===== config.mk =====
export PLATFORM = sky130hd
export DESIGN_NAME = parity_check_encode_correct
export DESIGN_NICKNAME = d
export VERILOG_FILES = /design/src/rtl/core/pcec_pkg.sv /design/src/rtl/core/pcec_syn_stage.sv /design/src/rtl/core/pcec_locate_stage.sv /design/src/rtl/core/parity_check_encode_correct.sv
export SDC_FILE = /design/constraint.sdc
export NUM_CORES = 1
export LEC_CHECK = 0
export ABC_AREA = 1
export BUFFER_PORTS_ARGS = -buffer_cell sky130_fd_sc_hd__buf_2
export CAP_MARGIN = 20
export CORE_MARGIN = 1.5
export CORE_UTILIZATION = 50
export CTS_BUF_LIST = sky130_fd_sc_hd__clkbuf_16
export DETAILED_ROUTE_END_ITERATION = 8
export HOLD_SLACK_MARGIN = 0.1
export PLACE_DENSITY = 0.73
export SETUP_SLACK_MARGIN = 0.5
export SKIP_LAST_GASP = 1
export SYNTH_ARGS = -nofsm -noshare
export SYNTH_HDL_FRONTEND = slang
export SYNTH_SLANG_ARGS = --single-unit

===== constraint.sdc =====
create_clock -name clock -period 5.67 [get_ports clock]
set_clock_uncertainty 0.05 [all_clocks]
set_input_delay 0.567 -clock clock [delete_from_list [all_inputs] [get_ports clock]]
set_output_delay 0.567 -clock clock [all_outputs]
set_load 0.02 [all_outputs]

===== src/rtl/core/pcec_pkg.sv =====
// Shared widths, default parameters and parity-check matrix helpers for the codec.
`default_nettype none
package pcec_pkg;

   // Fixed port widths
   localparam int DATA_W     = 32;
   localparam int CODEWORD_W = 40;
   localparam int SYNDROME_W = 8;

   // Widest row mask the matrix can need (48 data + 16 check bits)
   localparam int MASK_W = 64;

   // Default code shape
   localparam int DATA_BITS_DEF      = 32;
   localparam int CHECK_BITS_DEF     = 8;
   localparam int ROW_WEIGHT_MAX_DEF = 8;

   // Build the coverage mask of check row r: the lowest data bits with index
   // congruent to r, up to the weight limit, then its own parity bit if a slot is left.
   function automatic logic [MASK_W-1:0] row_cover(input int r, input int data_bits,
                                                   input int check_bits, input int weight_max);
      logic [MASK_W-1:0] m;
      int                w;
      int                k;
      m = '0;
      w = 0;
      k = 0;
      for (int c = 0; c < data_bits; c++) begin
         if (k == r && w < weight_max) begin
            m[c] = 1'b1;
            w    = w + 1;
         end
         k = (k == check_bits - 1) ? 0 : k + 1;
      end
      if (w < weight_max) begin
         m[data_bits + r] = 1'b1;
      end
      return m;
   endfunction

endpackage
`default_nettype wire


===== src/rtl/core/pcec_syn_stage.sv =====
// Syndrome stage: row parity trees, parity insertion on encode, one register stage.
`default_nettype none
module pcec_syn_stage #(
   parameter int DATA_BITS      = pcec_pkg::DATA_BITS_DEF,
   parameter int CHECK_BITS     = pcec_pkg::CHECK_BITS_DEF,
   parameter int ROW_WEIGHT_MAX = pcec_pkg::ROW_WEIGHT_MAX_DEF
) (
   input  wire logic                             clock,
   input  wire logic                             reset,
   input  wire logic                             enable,
   input  wire logic                             in_valid,
   input  wire logic                             in_decode,
   input  wire logic [DATA_BITS+CHECK_BITS-1:0]  in_word,
   output logic                                  out_valid,
   output logic                                  out_decode,
   output logic [DATA_BITS+CHECK_BITS-1:0]       out_word,
   output logic [CHECK_BITS-1:0]                 out_syndrome
);
   import pcec_pkg::*;

   localparam int CW = DATA_BITS + CHECK_BITS;

   logic [CW-1:0]         rows [CHECK_BITS];
   logic [CHECK_BITS-1:0] syn;
   logic                  valid_ff, valid_in;
   logic                  decode_ff;
   logic [CW-1:0]         word_ff, word_in;
   logic [CHECK_BITS-1:0] syn_ff, syn_in;

   // Constant matrix rows
   for (genvar r = 0; r < CHECK_BITS; r++) begin : g_row
      localparam logic [MASK_W-1:0] ROW_MASK =
         row_cover(r, DATA_BITS, CHECK_BITS, ROW_WEIGHT_MAX);
      assign rows[r] = ROW_MASK[CW-1:0];
      assign syn[r]  = ^(in_word & rows[r]);
   end

   // Encode: parity bits of the incoming word are zero, so the syndrome is the parity
   always_comb begin
      if (in_decode) begin
         word_in = in_word;
         syn_in  = syn;
      end else begin
         word_in                       = in_word;
         word_in[CW-1:DATA_BITS]       = syn;
         syn_in                        = '0;
      end
   end

   // Hold while the next stage is blocked
   assign valid_in = enable ? in_valid : valid_ff;

   always_ff @(posedge clock) begin
      if (reset) begin
         valid_ff <= 1'b0;
      end else begin
         valid_ff <= valid_in;
      end
   end

   always_ff @(posedge clock) begin
      if (enable) begin
         decode_ff <= in_decode;
         word_ff   <= word_in;
         syn_ff    <= syn_in;
      end
   end

   assign out_valid    = valid_ff;
   assign out_decode   = decode_ff;
   assign out_word     = word_ff;
   assign out_syndrome = syn_ff;

endmodule
`default_nettype wire


===== src/rtl/core/pcec_locate_stage.sv =====
// Locate stage: compare the syndrome with every column and pick the first match.
`default_nettype none
module pcec_locate_stage #(
   parameter int DATA_BITS      = pcec_pkg::DATA_BITS_DEF,
   parameter int CHECK_BITS     = pcec_pkg::CHECK_BITS_DEF,
   parameter int ROW_WEIGHT_MAX = pcec_pkg::ROW_WEIGHT_MAX_DEF
) (
   input  wire logic                             clock,
   input  wire logic                             reset,
   input  wire logic                             enable,
   input  wire logic                             in_valid,
   input  wire logic [DATA_BITS+CHECK_BITS-1:0]  in_word,
   input  wire logic [CHECK_BITS-1:0]            in_syndrome,
   output logic                                  out_valid,
   output logic [DATA_BITS+CHECK_BITS-1:0]       out_word,
   output logic [CHECK_BITS-1:0]                 out_syndrome,
   output logic [DATA_BITS+CHECK_BITS-1:0]       out_flip,
   output logic                                  out_bad
);
   import pcec_pkg::*;

   localparam int CW = DATA_BITS + CHECK_BITS;

   logic [CHECK_BITS-1:0] sig [CW];
   logic [CW-1:0]         match;
   logic [CW-1:0]         first;
   logic                  valid_ff, valid_in;
   logic [CW-1:0]         word_ff;
   logic [CHECK_BITS-1:0] syn_ff;
   logic [CW-1:0]         flip_ff;
   logic                  bad_ff, bad_in;

   // Column signatures from the constant rows
   for (genvar r = 0; r < CHECK_BITS; r++) begin : g_row
      localparam logic [MASK_W-1:0] ROW_MASK =
         row_cover(r, DATA_BITS, CHECK_BITS, ROW_WEIGHT_MAX);
      for (genvar c = 0; c < CW; c++) begin : g_col
         assign sig[c][r] = ROW_MASK[c];
      end
   end

   // Match every column; a zero syndrome matches nothing
   for (genvar c = 0; c < CW; c++) begin : g_match
      assign match[c] = (sig[c] == in_syndrome) && (in_syndrome != '0);
   end

   // Keep the lowest matching column
   assign first  = match & (~match + CW'(1));
   assign bad_in = (in_syndrome != '0) && (match == '0);

   assign valid_in = enable ? in_valid : valid_ff;

   always_ff @(posedge clock) begin
      if (reset) begin
         valid_ff <= 1'b0;
      end else begin
         valid_ff <= valid_in;
      end
   end

   always_ff @(posedge clock) begin
      if (enable) begin
         word_ff <= in_word;
         syn_ff  <= in_syndrome;
         flip_ff <= first;
         bad_ff  <= bad_in;
      end
   end

   assign out_valid    = valid_ff;
   assign out_word     = word_ff;
   assign out_syndrome = syn_ff;
   assign out_flip     = flip_ff;
   assign out_bad      = bad_ff;

endmodule
`default_nettype wire


===== src/rtl/core/parity_check_encode_correct.sv =====
// Top level of the parity-check encoder / single-error corrector pipeline.
//
// Encodes a data word by appending one XOR parity bit per check row, or decodes a
// codeword: computes its syndrome, flips the first column whose matrix column equals
// a nonzero syndrome, and flags the word uncorrectable if no column matches (data_out
// is then zero and the codeword is returned unflipped). One request is taken every
// cycle unless req_stall is high. A request passes through four register stages:
// input register, syndrome trees, column match, and output register with the flip
// applied. Each stage holds its request while the one after it is full and blocked,
// so empty stages still fill behind a stalled result. The matrix is fixed by
// DATA_BITS, CHECK_BITS and ROW_WEIGHT_MAX; only the low eight syndrome bits are
// reported.
`default_nettype none
module parity_check_encode_correct #(
   parameter int DATA_BITS      = pcec_pkg::DATA_BITS_DEF,
   parameter int CHECK_BITS     = pcec_pkg::CHECK_BITS_DEF,
   parameter int ROW_WEIGHT_MAX = pcec_pkg::ROW_WEIGHT_MAX_DEF
) (
   input  wire logic                              clock,
   input  wire logic                              reset,
   input  wire logic                              req_valid,
   output logic                                   req_stall,
   input  wire logic                              req_type,
   input  wire logic [pcec_pkg::DATA_W-1:0]       req_data_in,
   input  wire logic [pcec_pkg::CODEWORD_W-1:0]   req_codeword_in,
   output logic                                   rsp_valid,
   input  wire logic                              rsp_stall,
   output logic [pcec_pkg::CODEWORD_W-1:0]        rsp_codeword_out,
   output logic [pcec_pkg::DATA_W-1:0]            rsp_data_out,
   output logic [pcec_pkg::SYNDROME_W-1:0]        rsp_syndrome,
   output logic                                   rsp_status,
   output logic                                   rsp_corrected_count
);
   import pcec_pkg::*;

   localparam int CW = DATA_BITS + CHECK_BITS;

   // Stage enables, from the output back
   logic en_out, en_loc, en_syn, en_in;

   // Input stage
   logic          in_valid_ff, in_valid_in;
   logic          in_decode_ff;
   logic [CW-1:0] in_word_ff, in_word_in;

   // Syndrome stage
   logic                  syn_valid, syn_decode;
   logic [CW-1:0]         syn_word;
   logic [CHECK_BITS-1:0] syn_value;

   // Locate stage
   logic                  loc_valid, loc_bad;
   logic [CW-1:0]         loc_word, loc_flip;
   logic [CHECK_BITS-1:0] loc_syndrome;

   // Output stage
   logic                  out_valid_ff, out_valid_in;
   logic [CW-1:0]         fixed_word;
   logic [CODEWORD_W-1:0] codeword_ff;
   logic [DATA_W-1:0]     data_ff, data_in;
   logic [SYNDROME_W-1:0] syndrome_ff;
   logic                  status_ff;
   logic                  count_ff;

   assign en_out = !out_valid_ff || !rsp_stall;
   assign en_loc = !loc_valid || en_out;
   assign en_syn = !syn_valid || en_loc;
   assign en_in  = !in_valid_ff || en_syn;

   assign req_stall = !en_in;

   // Capture the request; mask to the code size
   assign in_word_in  = req_type ? CW'(req_codeword_in) : CW'(DATA_BITS'(req_data_in));
   assign in_valid_in = en_in ? req_valid : in_valid_ff;

   always_ff @(posedge clock) begin
      if (reset) begin
         in_valid_ff <= 1'b0;
      end else begin
         in_valid_ff <= in_valid_in;
      end
   end

   always_ff @(posedge clock) begin
      if (en_in) begin
         in_decode_ff <= req_type;
         in_word_ff   <= in_word_in;
      end
   end

   pcec_syn_stage #(
      .DATA_BITS      (DATA_BITS),
      .CHECK_BITS     (CHECK_BITS),
      .ROW_WEIGHT_MAX (ROW_WEIGHT_MAX)
   ) u_syn (
      .clock        (clock),
      .reset        (reset),
      .enable       (en_syn),
      .in_valid     (in_valid_ff),
      .in_decode    (in_decode_ff),
      .in_word      (in_word_ff),
      .out_valid    (syn_valid),
      .out_decode   (syn_decode),
      .out_word     (syn_word),
      .out_syndrome (syn_value)
   );

   pcec_locate_stage #(
      .DATA_BITS      (DATA_BITS),
      .CHECK_BITS     (CHECK_BITS),
      .ROW_WEIGHT_MAX (ROW_WEIGHT_MAX)
   ) u_locate (
      .clock        (clock),
      .reset        (reset),
      .enable       (en_loc),
      .in_valid     (syn_valid),
      .in_word      (syn_word),
      .in_syndrome  (syn_decode ? syn_value : '0),
      .out_valid    (loc_valid),
      .out_word     (loc_word),
      .out_syndrome (loc_syndrome),
      .out_flip     (loc_flip),
      .out_bad      (loc_bad)
   );

   // Apply the flip; drop the data of an uncorrectable word
   assign fixed_word   = loc_word ^ loc_flip;
   assign data_in      = loc_bad ? '0 : DATA_W'(fixed_word[DATA_BITS-1:0]);
   assign out_valid_in = en_out ? loc_valid : out_valid_ff;

   always_ff @(posedge clock) begin
      if (reset) begin
         out_valid_ff <= 1'b0;
      end else begin
         out_valid_ff <= out_valid_in;
      end
   end

   always_ff @(posedge clock) begin
      if (en_out) begin
         codeword_ff <= CODEWORD_W'(fixed_word);
         data_ff     <= data_in;
         syndrome_ff <= SYNDROME_W'(loc_syndrome);
         status_ff   <= loc_bad;
         count_ff    <= |loc_flip;
      end
   end

   assign rsp_valid           = out_valid_ff;
   assign rsp_codeword_out    = codeword_ff;
   assign rsp_data_out        = data_ff;
   assign rsp_syndrome        = syndrome_ff;
   assign rsp_status          = status_ff;
   assign rsp_corrected_count = count_ff;

endmodule
`default_nettype wire


==> metrics.csv, run 1 <==
metric,value,unit
P_leak,5.08,nW
worst-margin pin slew,1.04,ns
crit start category,flip-flop,
Top Ports,161,
initial antenna violation count,0,
Post-CTS Setup Repair Bufs,0,
worst hold path depth,2,
"Remaining Overflow, GRT",0,
Die H,140,um
reg2reg setup slack,3.72,ns
maximum clock path buffer count,3,
drt drc,0,
drt wl/cell,13.8,um
first-pass detailed-route iteration total,5,
Syn. warnings,0,
WHS Endpoint,in_valid_ff,
ant diodes,0,
Via density,4.63,
PD cells,385,nW/um^2
register bit total from synthesis,241,
antenna violation net count after detailed routing,0,
Post-Syn Instances,654,
synthesized area,9430,um^2
most frequent cells in the layout,"edfxtp_1 (237), buf_2 (160), nand2_1 (154), inv_1 (63), a21oi_1 (41)",
Tmin final,2.87,ns
R2R Path Start,u_syn.out_decode,
Setup TNS Final,0,ns
Syn Area/Cell,14.4,um^2
unrepaired setup endpoints after global routing,false,
final slew viol count,0,
crit path DAT,2.26,ns
Max IR drop VDD,231,uV
Critical Path End Type,output port,
WS Path Type,flip-flop to output port,
core box area,18600,um^2
Hold Buf Count CTS,0,
"Seq/Total Area, Yosys",0.763,
Routability Congestion,0.851,
Worst Reg-to-Reg Cells,8,
worst min path class,primary input to flip-flop,
fmax,348,MHz
IO Port Bufs,160,
CTS root buf,clkbuf_16,
Final setup viols,0,
synth unique cells,23,
Tcrit/Tclk final,0.507,
post-layout net count,918,
die width,140,um
die area,19700,um^2
total wire length,15.1,mm
CTS sink count,241,
Clock Latency Late Sink,0.50,ns
"commonest non-fill, non-tap cell in the layout",edfxtp_1,
first-pass GRT wire length,24.0,mm
Util after Layout,0.609,
Worst slew margin,0.305,
Rows,50,
Critical Path RT,5.05,ns
Max Cap Viol,0,
H-tree depth,1,
DPL Wire Length,10.5,mm
initial core utilization,0.508,
CTS tree,built,
Syn-to-layout area delta,19.9,%
vias in the first global route,4797,
min-delay src,reset,
Detailed Route Iter0 Violations,318,
clk slew on worst S/H paths,0.06,ns
via count,5053,
ratio of cells with drive above 1 in the final layout,0.324,
R2R Path End,u_locate.out_bad,
"Max FO, Critical Path",42,
final hold vios,0,
Post-CTS Resized,0,
CTS buffer count,25,
status,finished clean,
largest net degree at the start of global routing,84,
GRT Total Usage,0.154,
-- registers in the layout, summed over array words and instances, names as in the netlist, 8 cells and up --
register               count
rsp_data_out              32
u_syn.out_syndrome         8
in_word_ff                40
rsp_syndrome               8
u_locate.out_syndrome      8
u_syn.out_word            40
u_locate.out_flip         16
u_locate.out_word         40
rsp_codeword_out          40
-- cells in the mapped netlist --
library cell    n  area [um^2]
clkbuf_1        3         11.3
mux2_2         32          360
or2_2          32          200
nand2_1       156          586
nand3_1         6         30.0
xor2_1         15          131
buf_6           1         11.3
edfxtp_1      237         7120
dfxtp_1         4         80.1
nor3_1          1         5.00
nor4_1          5         31.3
conb_1          1         3.75
nand3b_1        7         52.6
nor2_1         16         60.1
nand2_4        10          113
nor2_2          2         12.5
nand4_1         1         6.26
xnor2_1        16          140
inv_2           1         3.75
a21oi_1        41          205
buf_2           6         30.0
inv_1          59          221
nor2_4          2         22.5
-- logic make-up (layout without fill, tap and decap cells) --
group	after synthesis	in the layout	synth area share
AO/OA/AOI/OAI	41	41	0.0218
XOR/XNOR	31	31	0.0288
buffers and inverters	70	267	0.0294
flip-flops	241	241	0.763
multiplexers	32	32	0.0382
other	1	8	0.000397
AND/OR/NAND/NOR	238	238	0.119
-- metrics by stage --
stage / cell area (um^2) / hold slack, ns / setup WS (ns) / instances / power, W
2_1_floorplan: 9460 / 0.350 / 0.545 / 661 / 0.00267
3_3_place_gp: 10500 / 0.354 / 3.01 / 1047 / 0.00286
3_5_place_dp: 10600 / 0.355 / 2.97 / 1048 / 0.00289
4_1_cts: 11300 / 0.206 / 2.73 / 1092 / 0.00439
5_1_grt: 11300 / 0.219 / 2.63 / 1092 / 0.00453
6_report: 11300 / 0.218 / 2.80 / 1092 / 0.00435
-- per-layer routing --
layer / track usage / vias to the layer above / wire [um]
met2: 0.235 / 165 / 6360
li1: - / 2626 / -
met4: 0.0504 / 0 / 349
met3: 0.0267 / 27 / 797
met5: 0 / - / 0
met1: 0.228 / 2235 / 7550
-- cell type report --
type                       count  area [um^2]
multi-input combinational    350         2000
clock inverter                19          135
clock buffer                  25          626
fill                        1383         7270
tap                          234          293
inverter                      60          225
timing repair buffer         163          843
sequential                   241         7200
-- worst max path at each step --
stage                     slack, ns        end      start  depth (start not counted)
after detailed placement       2.97  req_stall  rsp_stall                          8
after CTS                      2.73  req_stall  rsp_valid                          7
after global routing           2.63  req_stall  rsp_valid                          7
final                          2.80  req_stall  rsp_valid                          7
after floorplan                0.55  req_stall  rsp_stall                          6
after global placement         3.01  req_stall  rsp_stall                          8
-- where the power goes --
part	total (W)	internal [W]	leakage (nW)	switching [W]
clock network	0.00150	0.000886	0.390	0.000618
logic	0.000535	0.000209	2.06	0.000326
registers	0.00231	0.00220	2.64	0.000110
-- critical path, cell delays in order, from the launching register on --
cell     delay, ns
dfxtp_1       0.37
nand2_4       0.06
nor2_1        0.10
inv_2         0.05
nor2_1        0.20
nand2_2       0.57
inv_1         0.22
buf_2         0.19
Power figures use the tool's default switching activity.
==> inputs of run 2 (changes only) <==
Settings changed: ABC_AREA 1 to 0.
Clock period 5.67 ns to 2.5 ns, I/O delays scaled along.
==> metrics.csv, run 2 <==
metric,value,unit,change
WHS Endpoint,rsp_syndrome[2],,
final slew viol count,0,,unchanged
P_leak,4.72,nW,-7.2%
register area,7200,um^2,about the same
Clock Latency Late Sink,0.50,ns,about the same
first-pass GRT wire length,23.3,mm,-2.5%
Multi-input gate area,1780,um^2,-11%
"Seq/Total Area, Yosys",0.798,,+0.0352
most frequent cells in the layout,"edfxtp_1 (237), buf_2 (160), dlygate4sd3_1 (75), xor2_1 (49), nor2b_1 (33)",,
top-count cell post-synth,edfxtp_1,,
Post-synth EDFFs,237,,unchanged
Rows,48,,-4.0%
drt wl/cell,15.4,um,+11%
Detailed Route Iter0 Violations,360,,+13%
Tcrit/Tclk final,0.748,,
worst-margin pin slew,0.818,ns,-0.225 ns
Via density,4.75,,+2.6%
fillers,1183,,-14%
GRT Total Usage,0.162,,+0.00759
initial antenna violation count,0,,unchanged
Syn. warnings,0,,unchanged
CTS tree,built,,
R2R Path End,u_locate.out_word[0],,
Main synth FF type,edfxtp_1,,
die area,18800,um^2,-4.3%
IO Port Bufs,160,,unchanged
Post-CTS Setup Repair Bufs,0,,unchanged
R2R Path Start,rsp_valid,,
crit start category,primary input,,
ranking of synthesized cells by area,"edfxtp_1 (79%), xor2_1 (4.8%), mux2_1 (4.0%), xnor2_1 (3.1%), nor2b_1 (2.3%)",,
"Max FO, Critical Path",9,,-79%
final hold vios,0,,unchanged
DPL Wire Length,10.0,mm,-4.7%
Setup TNS Final,0,ns,unchanged
initial core utilization,0.516,,+0.00822
most common library cells after synthesis,"edfxtp_1 (237), xor2_1 (49), nor2b_1 (33)",,
clk slew on worst S/H paths,0.06,ns,about the same
drt drc,0,,unchanged
Top Ports,161,,unchanged
ratio of cells with drive above 1 in the final layout,0.276,,-0.0476
max incr delay on CP,0.53,ns,-0.04 ns
Max Cap Viol,0,,unchanged
core box area,17500,um^2,-5.9%
Worst Reg-to-Reg Cells,3,,-5
min-delay src,u_locate.out_syndrome[2],,
worst hold path depth,0,,-2
first-pass detailed-route iteration total,4,,-1
ant diodes,0,,unchanged
Critical Path RT,2.20,ns,-2.85 ns
Critical Path End Type,output port,,
Syn Area/Cell,18.7,um^2,+29%
Post-Syn Instances,483,,-26%
synthesized area,9020,um^2,-4.4%
Syn-to-layout area delta,28.6,%,
Util after Layout,0.664,,+0.0546
register bit total from synthesis,241,,unchanged
"Remaining Overflow, GRT",0,,unchanged
WS Path Type,primary input to output port,,
maximum clock path buffer count,3,,unchanged
Setup WS pre-CTS,0.851,ns,-2.12 ns
largest net degree at the start of global routing,50,,-40%
crit path DAT,1.57,ns,-0.69 ns
final worst slack,0.630,ns,-2.17 ns
Max IR drop VDD,463,uV,+100%
H-tree depth,1,,unchanged
Final setup viols,0,,unchanged
total wire length,15.1,mm,about the same
worst min path class,flip-flop to flip-flop,,
unrepaired setup endpoints after global routing,false,,
CP Cell Sequence,"dlygate4sd3_1, buf_2, and3_4, nand3_4, inv_1, buf_2",,
status,finished clean,,
Tmin final,1.87,ns,
PD cells,845,nW/um^2,+120%
Worst slew margin,0.454,,+0.150
post-synth top area share,0.789,,+0.0349
Yosys top cell by area,edfxtp_1,,
reg2reg setup slack,0.85,ns,-2.87 ns
via count,4656,,-7.9%
antenna violation net count after detailed routing,0,,unchanged
"commonest non-fill, non-tap cell in the layout",edfxtp_1,,
"most used cell, CP",buf_2,,
post-layout net count,816,,-11%
die width,137,um,-2.2%
vias in the first global route,4626,,-3.6%
"slowest stage cell, crit path",dlygate4sd3_1,,
fmax,535,MHz,
asr flop ratio synth,0,,unchanged
synth unique cells,34,,+48%
CTS sink count,241,,unchanged
Die H,137,um,-2.2%
CTS root buf,clkbuf_16,,
CTS buffer count,24,,-4.0%
Routability Congestion,0.801,,-5.9%
==> run 2: cell count changes in the layout (fill, tap and decap cells not counted), moves of 6 or more <==
cell,previous run,this run
xor2_1,15,49
inv_1,63,8
nor2b_1,0,33
nand2_1,154,1
dlygate4sd3_1,0,75
mux2_2,32,0
or2_2,32,0
nand3b_1,7,1
a21oi_1,41,3
mux2_1,0,32
and2_1,0,22
nand2_4,11,1
xnor2_1,16,32
nand3_1,6,0
==> run 2: metal layers <==
metal,GRT usage,share of wire,vias up
met5,0,0,-
met1,0.222,0.45,2179
met2,0.269,0.48,185
met3,0.0239,0.060,17
li1,-,-,2275
met4,0.0520,0.016,0
==> run 2: worst max-delay path by stage <==
stage,startpoint,endpoint,slack (ns),depth (start not counted)
floorplan,rsp_valid,u_locate.out_bad,0.52,2
global placement,rsp_stall,u_locate.out_syndrome[2],0.90,4
detailed placement,rsp_stall,u_locate.out_syndrome[2],0.85,4
CTS,rsp_stall,req_stall,0.58,6
global route,rsp_stall,req_stall,0.57,6
finish,rsp_stall,req_stall,0.63,6
==> run 2: area by class of cell <==
| cell class | count | area share |
|---|---|---|
| inverters | 4 | 0.00162 |
| flip-flops and latches | 241 | 0.621 |
| multi-input cells | 227 | 0.153 |
| clock buffers | 24 | 0.0518 |
| repair buffers | 241 | 0.140 |
| clock inverters | 19 | 0.00820 |
| well taps | 225 | 0.0243 |
==> run 2: cell families after synthesis <==
group,Yosys count,synth area share
flops,241,0.798
simple gates,96,0.0642
xor+xnor,81,0.0787
mux,32,0.0400
buf+inv,22,0.0105
compound gates,9,0.00694
fa+ha+maj,1,0.00111
other cells,1,0.000416
==> run 2: worst max-delay path, delay by kind of cell <==
kind                   cells  cell delay (ns)
buffers and inverters      4             0.92
AND/OR/NAND/NOR            2             0.40
==> run 2: what timing repair did <==
action                     in CTS  in global routing
gates resized for setup         0                  1
setup endpoints to repair       0                  1
hold buffers                   75                  0
hold endpoints to repair       44                  0
==> run 2: metrics by stage <==
step	hold WS, ns	std cells	instance area [um^2]	power [W]
floorplan	0.263	490	9070	0.00621
global placement	0.357	863	10100	0.00666
detailed placement	0.355	863	10100	0.00670
CTS	0.344	981	11600	0.00990
global route	0.373	981	11600	0.0102
finish	0.368	981	11600	0.00980
==> run 2: where the power goes <==
group | internal, W | switching, W
Combinational | 0.000600 | 0.000781
Clock | 0.00174 | 0.00135
Sequential | 0.00508 | 0.000250
Total | 0.00743 | 0.00238
